**src/salct_ram.sv**
```systemverilog
// Generic single-write, single-read RAM with a registered read port.
`default_nettype none

module salct_ram #(
    parameter int WIDTH = 8,
    parameter int DEPTH = 64
) (
    input  wire logic                     clk,
    input  wire logic                     we,
    input  wire logic [$clog2(DEPTH)-1:0] waddr,
    input  wire logic [WIDTH-1:0]         wdata,
    input  wire logic                     re,
    input  wire logic [$clog2(DEPTH)-1:0] raddr,
    output logic      [WIDTH-1:0]         rdata
);

    logic [WIDTH-1:0] mem [DEPTH];

    // A read of the entry being written returns the old contents.
    always_ff @(posedge clk) begin
        if (we) begin
            mem[waddr] <= wdata;
        end
        if (re) begin
            rdata <= mem[raddr];
        end
    end

endmodule : salct_ram

`default_nettype wire

```
**config.mk**
```make
export PLATFORM = sky130hd
export DESIGN_NAME = salct_ram
export DESIGN_NICKNAME = d
export VERILOG_FILES = /design/src/salct_ram.sv
export SDC_FILE = /design/constraint.sdc
export NUM_CORES = 1
export LEC_CHECK = 0
export ABC_AREA = 1
export BUFFER_PORTS_ARGS = -buffer_cell sky130_fd_sc_hd__buf_4
export CAP_MARGIN = 10
export CORE_MARGIN = 4
export CORE_UTILIZATION = 40
export DETAILED_ROUTE_END_ITERATION = 7
export HOLD_SLACK_MARGIN = 0.08
export SYNTH_ARGS = -nofsm -noshare
export SYNTH_HDL_FRONTEND = slang
export SYNTH_SLANG_ARGS = --single-unit
export TNS_END_PERCENT = 10
```
**constraint.sdc**
```tcl
create_clock -name clk -period 4.4 [get_ports clk]
set_input_delay 0.88 -clock clk [delete_from_list [all_inputs] [get_ports clk]]
set_output_delay 0.88 -clock clk [all_outputs]
set_load 0.005 [all_outputs]
```
==> reports/results.txt <==
Synth warnings = 0
largest fanout on the critical path = 81
Clock Tree Buf Depth = 3
Critical Path Sink Type = flop
Period Utilization, post-route = 0.599
share of cells above drive strength 1 = 0.0716
starting density of the core = 0.406
top-count cell post-synth = nand2_1
hpwl dp = 29.3 mm
Net Count, Synth = 1,828
WL/cell = 20.7 µm
post-synthesis mux area share = 0
Design Area, Final = 23,700 µm²
Residual DRC = 0
Leakage = 0.00840 µW
CTS tree = built
Hold Crit Class = input pin to flop
top cells by area, synth = edfxtp_1 73%, nand2_1 11%, nand3_1 10%, buf_6 1.8%, nor2_1 0.98%
maximum vdd ir drop = 0.318 mV
Filler cells = 4,836
Pint = 8330 µW
Avg Cell Area, Syn = 11.9 µm²
area share of fa/ha/maj cells after synthesis = 0
register bit total from synthesis = 520
H-tree depth = 2
initial antenna violation count = 2
fin nets = 1,822
placed inst area = 21,900 µm²
via/cell ratio = 5.35
die area = 57,300 µm²
Synth Area in Simple Gates = 0.231
Clock transition at path regs = 0.06 ns
Final ANT Viol Nets = 0
Synth area leader = edfxtp_1
Clk network pwr share = 0.426
Post-Syn Area = 21,400 µm²
worst setup margin = 1.77 ns
Synth top area share = 0.729
Max Slew Vio Count = 0
sequential cell area fraction in the yosys report = 0.729
CP startpoint kind = input pin
Net Sw Frac = 0.220
count of buffers from port buffering = 30
Synth Instances = 1,805
Post-synth top cells = 648 x nand2_1, 520 x edfxtp_1, 439 x nand3_1
CP required = 4.85 ns
IO Count = 31
Rows = 84
Tmin final = 2.63 ns
die width = 239 µm
RSZ-0062 raised after global routing = no
crit path max-delay cell type = inv_6
fmax = 0.380 GHz
first-pass GRT wire length = 80.5 mm
dominant synthesized flop cell = edfxtp_1
Sink Count = 520
Place WS = 1.17 ns
first-pass iteration count of the detailed router = 6
worst slew pin tran = 1.09 ns
n_diodes = 0
grt total ovfl = 0
largest family of logic cells by synthesized area = simple AND/OR/NAND/NOR gates
Core ar. = 52,800 µm²
CP peak stage delay = 0.51 ns
TritonCTS Buffers = 53
Logic pwr share = 0.058
vias in the first global route = 13,400
Hold-fix buffers, CTS = 0
compound-gate portion of the synthesized area = 0
Multi-input gate area = 4950 µm²
clk_lat worst skew = 0.61 ns
status = completed
Chip Height = 239 µm
Net Switching = 2350 µW
ys async rst share = 0
Total Neg Setup Slack = 0 ns
Resize count post-CTS = 0
# Max-Cap Violations = 0
PD cells = 451 nW/µm²
critical path class = input pin to flop
post-CTS setup buffers = 0
vias = 13,500
Post-Synth XOR/XNOR Area = 0
RD Place Congestion = 0.808
P&R area growth vs syn = 10.6%
synth unique cells = 15
Reg area = 15,600 µm²
Clock Skews = 0.0214 ns
total wire length = 52.5 mm
cells along the critical path = buf_6 -> inv_6 -> buf_4 -> nand2_1 -> nand3_1 -> nand3_1 -> nand2_1 -> nand2_1 -> nand3_1 -> nand3_1 -> nand2_1
Hold Vio Cnt, Final = 0
Slew Limit Headroom = 0.270
final setup violating endpoints = 0
register share of total power = 0.516
Post-synth EDFFs = 520
largest net degree at the start of global routing = 129
Critical Path AT = 3.08 ns
Iter 0 DRT Violations = 1,519
Total GRT Usage = 0.185
CTS root buf = clkbuf_16
flip-flops by register name, indices dropped and copies added (netlist names):
signal,flops
mem,512
rdata,8
layout by cell type, fill, tap and decap left out:
cell type / n
inv_2: 1
buf_4: 46
edfxtp_1: 520
clkinv_2: 11
bufinv_16: 7
buf_12: 5
clkbuf_1: 8
nor4_1: 8
clkinv_1: 14
clkinvlp_4: 2
nand2_1: 648
nor2_1: 56
nand4_1: 9
inv_6: 3
clkbuf_16: 55
inv_4: 1
inv_1: 9
nand3_1: 439
buf_6: 1
final cells by class:
cell class	instances	area share
sequential	520	0.659
multi-input combinational	1160	0.209
clock buffer	63	0.0594
tap	688	0.0363
timing repair buffer	52	0.0193
clock inverter	36	0.0148
inverter	12	0.00222
power by group through the flow:
| stage | Combinational, µW | Clock, µW | Sequential (µW) |
|---|---|---|---|
| after CTS | 628 | 4620 | 5510 |
| final | 622 | 4540 | 5510 |
| after detailed placement | 627 | 0 | 5610 |
| after global routing | 691 | 4850 | 5510 |
| after global placement | 618 | 0 | 5610 |
| after floorplan | 385 | 0 | 5610 |
per-stage QoR:
step	utilization	std cells	hold WS (ns)	power (µW)
final	0.449	2531	0.589	10700
after global routing	0.449	2531	0.568	11000
after CTS	0.449	2531	0.562	10800
after detailed placement	0.416	2432	0.910	6240
after global placement	0.416	2432	0.901	6230
after floorplan	-	1805	0.797	5990
worst paths after layout:
kind	slack, ns	to	cells after the start	from
worst max-delay path	1.77	rdata[0]$_DFFE_PP_	11	raddr[0]
worst max register to register	2.82	rdata[2]$_DFFE_PP_	8	mem[43][2]$_DFFE_PP_
worst min-delay path	0.59	rdata[7]$_DFFE_PP_	1	re
worst min register to register	0.92	rdata[3]$_DFFE_PP_	8	mem[14][3]$_DFFE_PP_
layer usage:
metal	wire (µm)	track usage	share of wire	up-vias
met3	3990	0.0374	0.076	84
li1	-	-	-	6353
met4	1190	0.0524	0.023	4
met5	21	0	0.00040	-
met2	24300	0.296	0.46	495
met1	22900	0.259	0.44	6595
cell families after synthesis:
group	Yosys count
buf+inv	125
flops	520
simple gates	1160
worst max-delay path, delay by kind of cell:
kind,cells,cell delay (ns)
buffers and inverters,3,1.18
and+or+nand+nor,8,0.92
(Power assumes the default switching activity.)
